$ cat src/hw/rtl/pcpg_pkg.sv
`default_nettype none
package pcpg_pkg;

  // field and datapath widths
  localparam int CENTER_W = 11;
  localparam int RADIUS_W = 10;
  localparam int X_W      = 11;
  localparam int Y_W      = 11;
  localparam int FIELD_W  = 12;
  localparam int RAD_W    = 20;
  localparam int ROOT_W   = RAD_W + 1;
  localparam int BIT_W    = RAD_W - 1;
  localparam int ROOT_ITERS = RAD_W / 2;
  localparam int CNT_W    = 4;
  localparam int CFG_IDX_W = 2;

  // configuration register indexes
  localparam logic [CFG_IDX_W-1:0] CFG_CENTER_X = 2'd0;
  localparam logic [CFG_IDX_W-1:0] CFG_CENTER_Y = 2'd1;
  localparam logic [CFG_IDX_W-1:0] CFG_RADIUS   = 2'd2;

  // square root unit request and response
  typedef struct packed {
    logic             start;
    logic [RAD_W-1:0] radicand;
  } sqrt_req_t;

  typedef struct packed {
    logic           done;
    logic [Y_W-1:0] root;
  } sqrt_rsp_t;

endpackage
`default_nettype wire

$ cat src/hw/rtl/pcpg_sqrt.sv
`default_nettype none
module pcpg_sqrt (
  input  wire logic                 clk,
  input  wire logic                 rst,
  input  wire pcpg_pkg::sqrt_req_t  req,
  output pcpg_pkg::sqrt_rsp_t       rsp
);
  import pcpg_pkg::*;

  logic              active;
  logic [CNT_W-1:0]  cnt;
  logic [RAD_W-1:0]  rem;
  logic [ROOT_W-1:0] root;
  logic [BIT_W-1:0]  bitv;
  logic [ROOT_W-1:0] trial;
  logic              take;
  logic              last_iter;
  logic              done_r;
  logic [Y_W-1:0]    root_r;

  // one shift-subtract step per cycle
  assign trial     = root + ROOT_W'(bitv);
  assign take      = ROOT_W'(rem) >= trial;
  assign last_iter = (cnt == CNT_W'(ROOT_ITERS));

  assign rsp = '{done: done_r, root: root_r};

  always_ff @(posedge clk) begin
    if (rst) begin
      active <= 1'b0;
      cnt    <= '0;
      done_r <= 1'b0;
    end else begin
      done_r <= active && last_iter;
      if (req.start) begin
        active <= 1'b1;
        cnt    <= '0;
      end else if (active) begin
        if (last_iter) begin
          active <= 1'b0;
        end else begin
          cnt <= cnt + CNT_W'(1);
        end
      end
    end
  end

  // datapath: start loads, iterations refine, last cycle rounds
  always_ff @(posedge clk) begin
    if (req.start) begin
      rem  <= req.radicand;
      root <= '0;
      bitv <= {1'b1, {(BIT_W-1){1'b0}}};
    end else if (active) begin
      if (last_iter) begin
        root_r <= Y_W'(root) + Y_W'(ROOT_W'(rem) > root);
      end else begin
        if (take) begin
          rem  <= RAD_W'(ROOT_W'(rem) - trial);
          root <= (root >> 1) + ROOT_W'(bitv);
        end else begin
          root <= root >> 1;
        end
        bitv <= bitv >> 2;
      end
    end
  end

  // a result only follows a running root
  a_done_after_active: assert property (@(posedge clk) disable iff (rst)
    rsp.done |-> $past(active))
    else $error("root done without a running iteration");

  a_start_runs: assert property (@(posedge clk) disable iff (rst)
    req.start |=> (active && cnt == '0))
    else $error("root unit did not start");

endmodule
`default_nettype wire

$ cat src/hw/rtl/pcpg_point.sv
`default_nettype none
module pcpg_point #(
  parameter int COORD_WIDTH = 12
) (
  input  wire logic signed [pcpg_pkg::CENTER_W-1:0] center_x,
  input  wire logic signed [pcpg_pkg::CENTER_W-1:0] center_y,
  input  wire logic        [pcpg_pkg::X_W-1:0]      a,
  input  wire logic        [pcpg_pkg::Y_W-1:0]      b,
  input  wire logic        [2:0]                    idx,
  output logic             [pcpg_pkg::FIELD_W-1:0]  point_x,
  output logic             [pcpg_pkg::FIELD_W-1:0]  point_y
);
  import pcpg_pkg::*;

  localparam int SUM_W = 17;
  localparam int SH    = SUM_W - COORD_WIDTH;

  logic        [X_W-1:0]   dx;
  logic        [X_W-1:0]   dy;
  logic signed [SUM_W-1:0] sum_x;
  logic signed [SUM_W-1:0] sum_y;
  logic signed [SUM_W-1:0] shl_x;
  logic signed [SUM_W-1:0] shl_y;
  logic signed [SUM_W-1:0] wrap_x;
  logic signed [SUM_W-1:0] wrap_y;

  // octant mapping: bit 2 swaps the offsets, bits 0 and 1 negate x and y
  assign dx = idx[2] ? X_W'(b) : a;
  assign dy = idx[2] ? a : X_W'(b);

  always_comb begin
    if (idx[0]) begin
      sum_x = SUM_W'(center_x) - $signed(SUM_W'(dx));
    end else begin
      sum_x = SUM_W'(center_x) + $signed(SUM_W'(dx));
    end
    if (idx[1]) begin
      sum_y = SUM_W'(center_y) - $signed(SUM_W'(dy));
    end else begin
      sum_y = SUM_W'(center_y) + $signed(SUM_W'(dy));
    end
  end

  // wrap to the coordinate width, then sign-extend back
  assign shl_x  = sum_x <<< SH;
  assign shl_y  = sum_y <<< SH;
  assign wrap_x = shl_x >>> SH;
  assign wrap_y = shl_y >>> SH;

  assign point_x = wrap_x[FIELD_W-1:0];
  assign point_y = wrap_y[FIELD_W-1:0];

endmodule
`default_nettype wire

$ cat src/hw/rtl/polynomial_circle_point_generator.sv
// Each step item: squaring and subtract (S_MUL_R, S_MUL_X, S_SUB), iterations in the
// shift-subtract root unit, taking the root, then eight points at one per cycle
// while out_ready is high.
// A step while no circle is active is taken and gives no point.
// Synchronous active-high reset clears the configuration registers to 0, octant x
// to 0 and marks no circle active.
`default_nettype none
module polynomial_circle_point_generator #(
  parameter int COORD_WIDTH = 12
) (
  input  wire logic                                 clk,
  input  wire logic                                 rst,
  input  wire logic                                 cfg_valid,
  output logic                                      cfg_ready,
  input  wire logic [pcpg_pkg::CFG_IDX_W-1:0]       cfg_index,
  input  wire logic [pcpg_pkg::CENTER_W-1:0]        cfg_data,
  input  wire logic                                 in_valid,
  output logic                                      in_ready,
  input  wire logic                                 start_new,
  output logic                                      out_valid,
  input  wire logic                                 out_ready,
  output logic      [pcpg_pkg::FIELD_W-1:0]         point_x,
  output logic      [pcpg_pkg::FIELD_W-1:0]         point_y,
  output logic                                      last_of_step,
  output logic                                      circle_done
);
  import pcpg_pkg::*;

  typedef enum logic [5:0] {
    S_IDLE  = 6'b000001,
    S_MUL_R = 6'b000010,
    S_MUL_X = 6'b000100,
    S_SUB   = 6'b001000,
    S_ROOT  = 6'b010000,
    S_EMIT  = 6'b100000
  } state_t;

  state_t                     state;
  logic signed [CENTER_W-1:0] center_x;
  logic signed [CENTER_W-1:0] center_y;
  logic        [RADIUS_W-1:0] circle_radius;
  logic        [X_W-1:0]      octant_x;
  logic                       finished;
  logic        [RAD_W-1:0]    rr;
  logic        [RAD_W:0]      xx;
  logic        [Y_W-1:0]      y;
  logic                       done_q;
  logic        [2:0]          k;
  logic        [X_W-1:0]      mul_a;
  logic        [2*X_W-1:0]    prod;
  logic        [RAD_W-1:0]    radicand;
  logic                       in_take;
  logic                       out_take;
  sqrt_req_t                  sq_req;
  sqrt_rsp_t                  sq_rsp;

  // registers take writes only between steps
  assign cfg_ready = (state == S_IDLE);
  assign in_ready  = (state == S_IDLE);
  assign in_take   = in_valid && in_ready;
  assign out_valid = (state == S_EMIT);
  assign out_take  = out_valid && out_ready;

  // configuration registers
  always_ff @(posedge clk) begin
    if (rst) begin
      center_x      <= '0;
      center_y      <= '0;
      circle_radius <= '0;
    end else if (cfg_valid && cfg_ready) begin
      unique case (cfg_index)
        CFG_CENTER_X: center_x      <= cfg_data;
        CFG_CENTER_Y: center_y      <= cfg_data;
        CFG_RADIUS:   circle_radius <= cfg_data[RADIUS_W-1:0];
        default: ;
      endcase
    end
  end

  // shared squarer: r*r first, then x*x
  assign mul_a = (state == S_MUL_R) ? X_W'(circle_radius) : octant_x;
  assign prod  = mul_a * mul_a;

  // radicand clamps to zero once x passes the radius
  assign radicand = (octant_x > X_W'(circle_radius)) ? '0 : RAD_W'(rr - xx[RAD_W-1:0]);

  assign sq_req.start    = (state == S_SUB);
  assign sq_req.radicand = radicand;

  pcpg_sqrt u_sqrt (
    .clk (clk),
    .rst (rst),
    .req (sq_req),
    .rsp (sq_rsp)
  );

  // step sequencer
  always_ff @(posedge clk) begin
    if (rst) begin
      state    <= S_IDLE;
      octant_x <= '0;
      finished <= 1'b1;
      k        <= '0;
    end else begin
      unique case (state)
        S_IDLE: begin
          if (in_take) begin
            if (start_new) begin
              octant_x <= '0;
              finished <= 1'b0;
              state    <= S_MUL_R;
            end else if (!finished) begin
              state <= S_MUL_R;
            end
          end
        end
        S_MUL_R: state <= S_MUL_X;
        S_MUL_X: state <= S_SUB;
        S_SUB:   state <= S_ROOT;
        S_ROOT: begin
          if (sq_rsp.done) begin
            k     <= '0;
            state <= S_EMIT;
          end
        end
        S_EMIT: begin
          if (out_take) begin
            k <= k + 3'd1;
            if (k == 3'd7) begin
              octant_x <= octant_x + X_W'(1);
              if (done_q) begin
                finished <= 1'b1;
              end
              state <= S_IDLE;
            end
          end
        end
        default: state <= S_IDLE;
      endcase
    end
  end

  // datapath registers
  always_ff @(posedge clk) begin
    if (state == S_MUL_R) begin
      rr <= prod[RAD_W-1:0];
    end
    if (state == S_MUL_X) begin
      xx <= prod[RAD_W:0];
    end
    if (state == S_ROOT && sq_rsp.done) begin
      y      <= sq_rsp.root;
      done_q <= (sq_rsp.root <= Y_W'(octant_x));
    end
  end

  pcpg_point #(
    .COORD_WIDTH (COORD_WIDTH)
  ) u_point (
    .center_x (center_x),
    .center_y (center_y),
    .a        (octant_x),
    .b        (y),
    .idx      (k),
    .point_x  (point_x),
    .point_y  (point_y)
  );

  assign last_of_step = (k == 3'd7);
  assign circle_done  = done_q;

  // input and output sides never open together
  a_one_side: assert property (@(posedge clk) disable iff (rst)
    !(in_ready && out_valid))
    else $error("input ready while points pending");

  a_root_in_root_state: assert property (@(posedge clk) disable iff (rst)
    sq_rsp.done |-> (state == S_ROOT))
    else $error("root result outside root wait");

  a_step_ends: assert property (@(posedge clk) disable iff (rst)
    (out_take && last_of_step) |=> in_ready)
    else $error("sequencer did not return after eighth point");

  a_circle_ends: assert property (@(posedge clk) disable iff (rst)
    (out_take && last_of_step && circle_done) |=> finished)
    else $error("circle not marked finished");

endmodule
`default_nettype wire
$ cat config.mk
export PLATFORM = sky130hd
export DESIGN_NAME = polynomial_circle_point_generator
export DESIGN_NICKNAME = d
export VERILOG_FILES = /design/src/hw/rtl/pcpg_pkg.sv /design/src/hw/rtl/pcpg_sqrt.sv /design/src/hw/rtl/pcpg_point.sv /design/src/hw/rtl/polynomial_circle_point_generator.sv
export SDC_FILE = /design/constraint.sdc
export NUM_CORES = 1
export LEC_CHECK = 0
export BUFFER_PORTS_ARGS = -buffer_cell sky130_fd_sc_hd__buf_2
export CAP_MARGIN = 30
export CORE_MARGIN = 3
export CORE_UTILIZATION = 60
export CTS_BUF_LIST = sky130_fd_sc_hd__clkbuf_16
export DETAILED_ROUTE_END_ITERATION = 10
export GPL_TIMING_DRIVEN = 1
export PLACE_DENSITY = 0.87
export SLEW_MARGIN = 25
export SYNTH_ARGS = -nofsm -noshare
export SYNTH_HDL_FRONTEND = slang
export SYNTH_SLANG_ARGS = --single-unit
$ cat constraint.sdc
create_clock -name clk -period 8.8 [get_ports clk]
set_clock_uncertainty 0.1 [all_clocks]
set_input_delay 2.2 -clock clk [delete_from_list [all_inputs] [get_ports clk]]
set_output_delay 2.2 -clock clk [all_outputs]
set_load 0.01 [all_outputs]
==> results of run 1 <==
area by class of cell:
cell class	instances	area, µm²
fillers	1901	8288
well taps	324	405.4
clock inverters	15	177.7
clock buffers	17	425.4
inverters	207	777.0
repair buffers	58	317.8
multi-input cells	1322	10050
flip-flops and latches	171	4234
worst max-delay path: cells and delay by family, from the launching register on:
kind / cells / cell delay [ns]
xor gates and xnor gates: 1 / 0.13
DFF: 1 / 0.38
AOI/OAI and AO/OA: 6 / 1.91
adders and majority gates: 6 / 2.84
buffers and inverters: 6 / 0.46
and+or+nand+nor: 4 / 1.58
layer usage:
| layer | routed length, µm | vias up | global-route usage, % |
|---|---|---|---|
| li1 | - | 6155 | - |
| met1 | 15910 | 6068 | 36.43 |
| met2 | 17390 | 471 | 45.41 |
| met3 | 2246 | 69 | 3.217 |
| met4 | 719 | 0 | 6.872 |
| met5 | 0 | - | 0 |
path summary, 6_finish.rpt:
check | slack (ns) | depth (start not counted) | startpoint | endpoint
setup / recovery | 1.10 | 23 | state[3] | xx[19]
hold / removal | 0.35 | 2 | center_x[0] | center_x[0]
setup reg to reg | 1.10 | 23 | state[3] | xx[19]
hold reg to reg | 0.35 | 2 | center_x[0] | center_x[0]
state kept, by name, summed over array words and instances, names as in the netlist:
name and flops:
u_sqrt.root_r 11, octant_x 11, xx 19, u_sqrt.done_r 1
y 11, state 6, u_sqrt.root 21, u_sqrt.rem 20
u_sqrt.active 1, finished 1, rr 19, u_sqrt.cnt 4
center_y 11, center_x 11, u_sqrt.bitv 10, k 3
circle_radius 10, circle_done 1
cell usage after synthesis (all sizes together) (44+ instances only):
master and instances:
edfxtp 81, nor2 153, nor3 59, a21oi 129
xnor2 85, ha 179, clkbuf 48, inv 205
dfxtp 90, fa 69, o21ai 83, xor2 44
nand2 157
power by group through the flow:
stage | Combinational, mW | Sequential [mW] | Clock, mW
after floorplan | 0.427 | 0.904 | 0
after global placement | 0.534 | 0.924 | 0
after detailed placement | 0.554 | 0.926 | 0
after CTS | 0.562 | 0.910 | 0.778
after global routing | 0.626 | 0.916 | 0.814
final | 0.566 | 0.912 | 0.773
placed cells by master, fill, tap and decap left out, types with 13 or more instances in the layout:
master,n
nor2b_1,13
clkbuf_16,17
nand2_1,157
ha_1,179
nor3_1,59
o21ai_0,80
a21oi_1,127
a21o_1,23
buf_2,47
fa_1,69
xnor2_1,85
dfxtp_1,90
nand3_1,27
nor2_1,152
o21a_1,23
xor2_1,44
mux2i_1,33
a31oi_1,21
o21bai_1,16
nand2b_1,24
nand4_1,21
o22ai_1,13
edfxtp_1,81
inv_1,201
logic make-up (layout without fill, tap and decap cells):
logic type | Yosys count | count (layout) | synth area share [%]
xor gates and xnor gates | 129 | 129 | 7.386
adders and majority gates | 248 | 248 | 23.67
DFF | 171 | 171 | 27.68
muxes | 36 | 36 | 2.454
AOI/OAI and AO/OA | 392 | 392 | 16.19
and+or+nand+nor | 517 | 517 | 15.99
buffers and inverters | 265 | 297 | 6.626
through the flow:
stage	power, mW	setup slack [ns]	util (%)
floorplan	1.331	2.083	-
global placement	1.458	1.483	63.97
detailed placement	1.480	1.305	63.97
CTS	2.250	1.190	66.41
global route	2.356	0.7084	66.41
finish	2.251	1.103	66.41
==> metrics.txt, run 1 <==
Seq pwr share 40.5%; final WL 36260 µm; CTS tree done; combinational fraction of design power 25.1%; H-tree levels 4; Mapped Cells 1758; Die Ht 165.7 µm; Tot GR Track Use 26.68%; maximum clock path buffer count 2; vias per std cell 6.037; Cell Chain, Critical Path or4b_1 -> or3_1 -> nor2_1 -> a21oi_2 -> inv_2 -> nand2_1 -> fa_1 -> inv_1 -> fa_1 -> inv_1 -> fa_1 -> inv_1 -> fa_1 -> inv_1 -> fa_1 -> inv_1 -> ha_1 -> o41ai_1 -> o21ai_0 -> o41ai_1 -> o2111ai_1 -> a21oi_1 -> xnor2_1; Synth cell types 79; data required time of the critical path 8.86 ns; Clock power frac 34.4%; Top FF cell, synth dfxtp_1; share of the synthesized area in the top cell type 15.90%; I/O pin count 48; DR DRC count 0; RSZ-0062 raised after global routing false; FFs w/ async S/R, synth 0%; port buffer count 47; clock insertion delay at the later pin of the skew report 0.45 ns; Post-CTS Hold Fix Bufs 0; die area 0.02744 mm²; post-synthesis register bit count 171; total gr overflow 0; Final setup viols 0; final slew viol count 0; Peak VDD IR 0.1368 mV; worst rel slew slack 37.24%; Worst-path clk slew 0.07 ns; core area 0.02468 mm²; row count 57; maxcap violations 0; Net Count, Synth 2025; critical path endpoint category flip-flop; final hold viol count 0; drt pass-1 iters 6; min Tclk post-route 7.697 ns; share of layout cells above drive strength 1 6.480%; Placement Cell Area 0.01579 mm²; antenna violations before repair 0; net count of the finished layout 2044; Post-synth EDFFs 81; Hold Path Class flip-flop to flip-flop; status complete, no violations; Avg WL per Cell 17.15 µm; fin crit share 87.47%; antenna-violating nets left 0; Final Cell Area 0.01639 mm²; fin cells 2114; Slowest cell on crit path or3_1; Worst-Margin Slew 0.9414 ns; Avg Cell Area, Syn 8.701 µm²; Power Dens Cells 137.3 mW/mm²; arrival time worst endpoint 7.76 ns; Layout area overhead 7.141%; LEAKAGE 7.189 nW; detailed placer's ending HPWL 27970 µm; DIE WIDTH 165.7 µm; Initial Util 61.99%; RD Place Congestion 0.9086; First DRT Iteration DRCs 993; ANT cells 0; CP Max Fanout 23; vias in the first global route 12640; ranking of synthesized cells by area edfxtp_1 16%, ha_1 15%, dfxtp_1 12%; post-cts gate resize count 0; Yosys Warn Count 0; Pint 1.518 mW; cell taking the most area after synthesis edfxtp_1; CTS buffer count 17; CTS sink count 171; clock root cell clkbuf_16; via count 12760; max frequency 0.1299 GHz; first-pass GRT wire length 61670 µm; Fin Hold WS 0.3532 ns; switching share of power 32.57%; Placed Cells 2082; sequential area share after synthesis 27.68%; Startpoint Class flip-flop; slowest stage delay, CP 0.71 ns; mapped cell area 0.01530 mm²; pin count of the biggest net entering global routing 48; Switch Pwr 0.7331 mW; final setup TNS 0 ns; Post-CTS Setup Repair Bufs 0; Crit Path Class flip-flop to flip-flop
(Power assumes the default switching activity.)
==> inputs of run 2 (changes only) <==
--- a/config.mk
+++ b/config.mk
@@ -7,7 +7,6 @@
 export LEC_CHECK = 0
 export BUFFER_PORTS_ARGS = -buffer_cell sky130_fd_sc_hd__buf_2
 export CAP_MARGIN = 30
-export CORE_MARGIN = 3
 export CORE_UTILIZATION = 60
 export CTS_BUF_LIST = sky130_fd_sc_hd__clkbuf_16
 export DETAILED_ROUTE_END_ITERATION = 10
==> run 2 against run 1 <==
Compared with the run above:
- count of clock-buffer cells in the layout did not move
- first-iteration DRC count rose by 4.0%
- combinational power barely moved
- via count rose by 1.1%
- die area fell by 4.8%
- largest cell class unchanged
- largest power group unchanged
- hold slack improved by 0.0048 ns
- fmax rose by 0.95%
- register-to-register slack improved by 0.07 ns
- critical endpoint is now rr[19]
- global-route usage rose by 2.5 points
- non-clock buffer count fell by 1
==> metrics.txt, run 2 (synthesized netlist as in run 1, its figures left out) <==
maximum clock path buffer count 2; RSZ-0062 raised after global routing false; Worst-Margin Slew 0.8899 ns; Final setup viols 0; final hold viol count 0; RD Place Congestion 0.9295; antenna violations before repair 0; Die Ht 161.7 µm; detailed placer's ending HPWL 28110 µm; Tot GR Track Use 29.19%; First DRT Iteration DRCs 1033; net count of the finished layout 2043; Power Dens Cells 137.8 mW/mm²; critical path endpoint category flip-flop; worst r2r dst rr[19]; DIE WIDTH 161.7 µm; first-pass GRT wire length 61290 µm; antenna-violating nets left 0; Initial Util 60.92%; most common cell after layout, fill and taps aside inv_1; most frequent cells in the layout 201 x inv_1, 179 x ha_1, 157 x nand2_1, 152 x nor2_1, 127 x a21oi_1; flop-to-flop setup slack 1.18 ns; Largest Register u_sqrt.root; worst r2r src state[3]; M1 WL 15630 µm; Startpoint Class flip-flop; Crit Path Class flip-flop to flip-flop; clock root cell clkbuf_16; data required time of the critical path 8.88 ns; Worst-path clk slew 0.07 ns; Avg WL per Cell 17.48 µm; worst reg2reg path depth 23; Layout area overhead 7.125%; via count 12900; top sig layer met4; Placement Cell Area 0.01579 mm²; max frequency 0.1312 GHz; fin crit share 86.64%; Fin Hold WS 0.3579 ns; total gr overflow 0; area taken by multi-input logic gates 0.01006 mm²; DR DRC count 0; share of layout cells above drive strength 1 6.484%; crit path to rr[19]; maxcap violations 0; worst rel slew slack 40.50%; I/O pin count 48; LEAKAGE 7.185 nW; CTS buffer count 17; Final Cell Area 0.01639 mm²; vias per std cell 6.089; CTS sink count 171; Met2 Routed Length 17680 µm; final WL 37040 µm; core area 0.02511 mm²; H-tree levels 4; vias in the first global route 12710; drt pass-1 iters 10; Seq. cell area 0.004234 mm²; max reg flops 21; post-cts gate resize count 0; slowest stage delay, CP 0.69 ns; status complete, no violations; ANT cells 0; CP Max Fanout 23; arrival time worst endpoint 7.70 ns; Peak VDD IR 0.1309 mV; routed length on met3 2409 µm; clock insertion delay at the later pin of the skew report 0.44 ns; Cell Chain, Critical Path or4b_1 -> or3_1 -> nor2_1 -> a21oi_2 -> inv_2 -> nand2_1 -> fa_1 -> inv_1 -> fa_1 -> inv_1 -> fa_1 -> inv_1 -> fa_1 -> inv_1 -> fa_1 -> inv_1 -> ha_1 -> o41ai_1 -> o21ai_0 -> o41ai_1 -> o2111ai_1 -> a21oi_1 -> xnor2_1; Hold Path Class flip-flop to flip-flop; Slowest cell on crit path or3_1; final setup TNS 0 ns; Fillers 1960; pin count of the biggest net entering global routing 48; pre-CTS setup slack 1.295 ns; row count 58; Post-CTS Hold Fix Bufs 0; CTS tree done; port buffer count 47; post-route setup slack 1.176 ns; final slew viol count 0; critical path startpoint state[3]; die area 0.02614 mm²; min Tclk post-route 7.624 ns; Post-CTS Setup Repair Bufs 0; top flop regs u_sqrt.root (21), u_sqrt.rem (20)
==> run 2: worst min-delay path by stage <==
stage                           startpoint                to  slack, ns  cells past startpoint
after CTS                 u_sqrt.root_r[0]              y[0]       0.36                      0
after detailed placement  circle_radius[6]  circle_radius[6]       0.35                      2
after global placement    u_sqrt.root_r[0]              y[0]       0.34                      0
after global routing      u_sqrt.root_r[0]              y[0]       0.36                      0
after floorplan           u_sqrt.root_r[0]              y[0]       0.33                      0
final                     u_sqrt.root_r[0]              y[0]       0.36                      0
==> run 2: metrics by stage <==
step / std cells / utilization (%) / power, mW
3_3_place_gp: 2087 / 62.87 / 1.455
3_5_place_dp: 2087 / 62.89 / 1.479
4_1_cts: 2119 / 65.26 / 2.250
5_1_grt: 2119 / 65.26 / 2.356
6_report: 2119 / 65.26 / 2.258
2_1_floorplan: 1758 / - / 1.331
==> run 2: routing by layer <==
layer | GRT usage, % | vias up
li1 | - | 6164
met1 | 37.83 | 6091
met2 | 48.96 | 546
met3 | 4.265 | 102
met4 | 11.96 | 0
met5 | 0 | -
==> run 2: area by class of cell <==
class / instances / area share, %
flip-flops and latches: 171 / 25.84
clock inverters: 15 / 1.038
multi-input cells: 1322 / 61.37
inverters: 207 / 4.742
repair buffers: 57 / 1.894
clock buffers: 17 / 2.596
well taps: 330 / 2.520
==> run 2: worst max-delay path: cells and delay by family (launching register included) <==
family / cells / cell delay, ns
adders and majority gates: 6 / 2.86
AOI/OAI and AO/OA: 6 / 1.84
and+or+nand+nor: 4 / 1.60
buffers and inverters: 6 / 0.46
DFF: 1 / 0.39
xor gates and xnor gates: 1 / 0.11
==> run 2: power breakdown <==
part | switching (mW) | total [mW] | internal [mW] | leakage (nW)
Combinational | 0.325 | 0.569 | 0.243 | 5.41
Clock | 0.370 | 0.777 | 0.407 | 0.289
Sequential | 0.0451 | 0.912 | 0.867 | 1.48
Total | 0.740 | 2.26 | 1.52 | 7.19
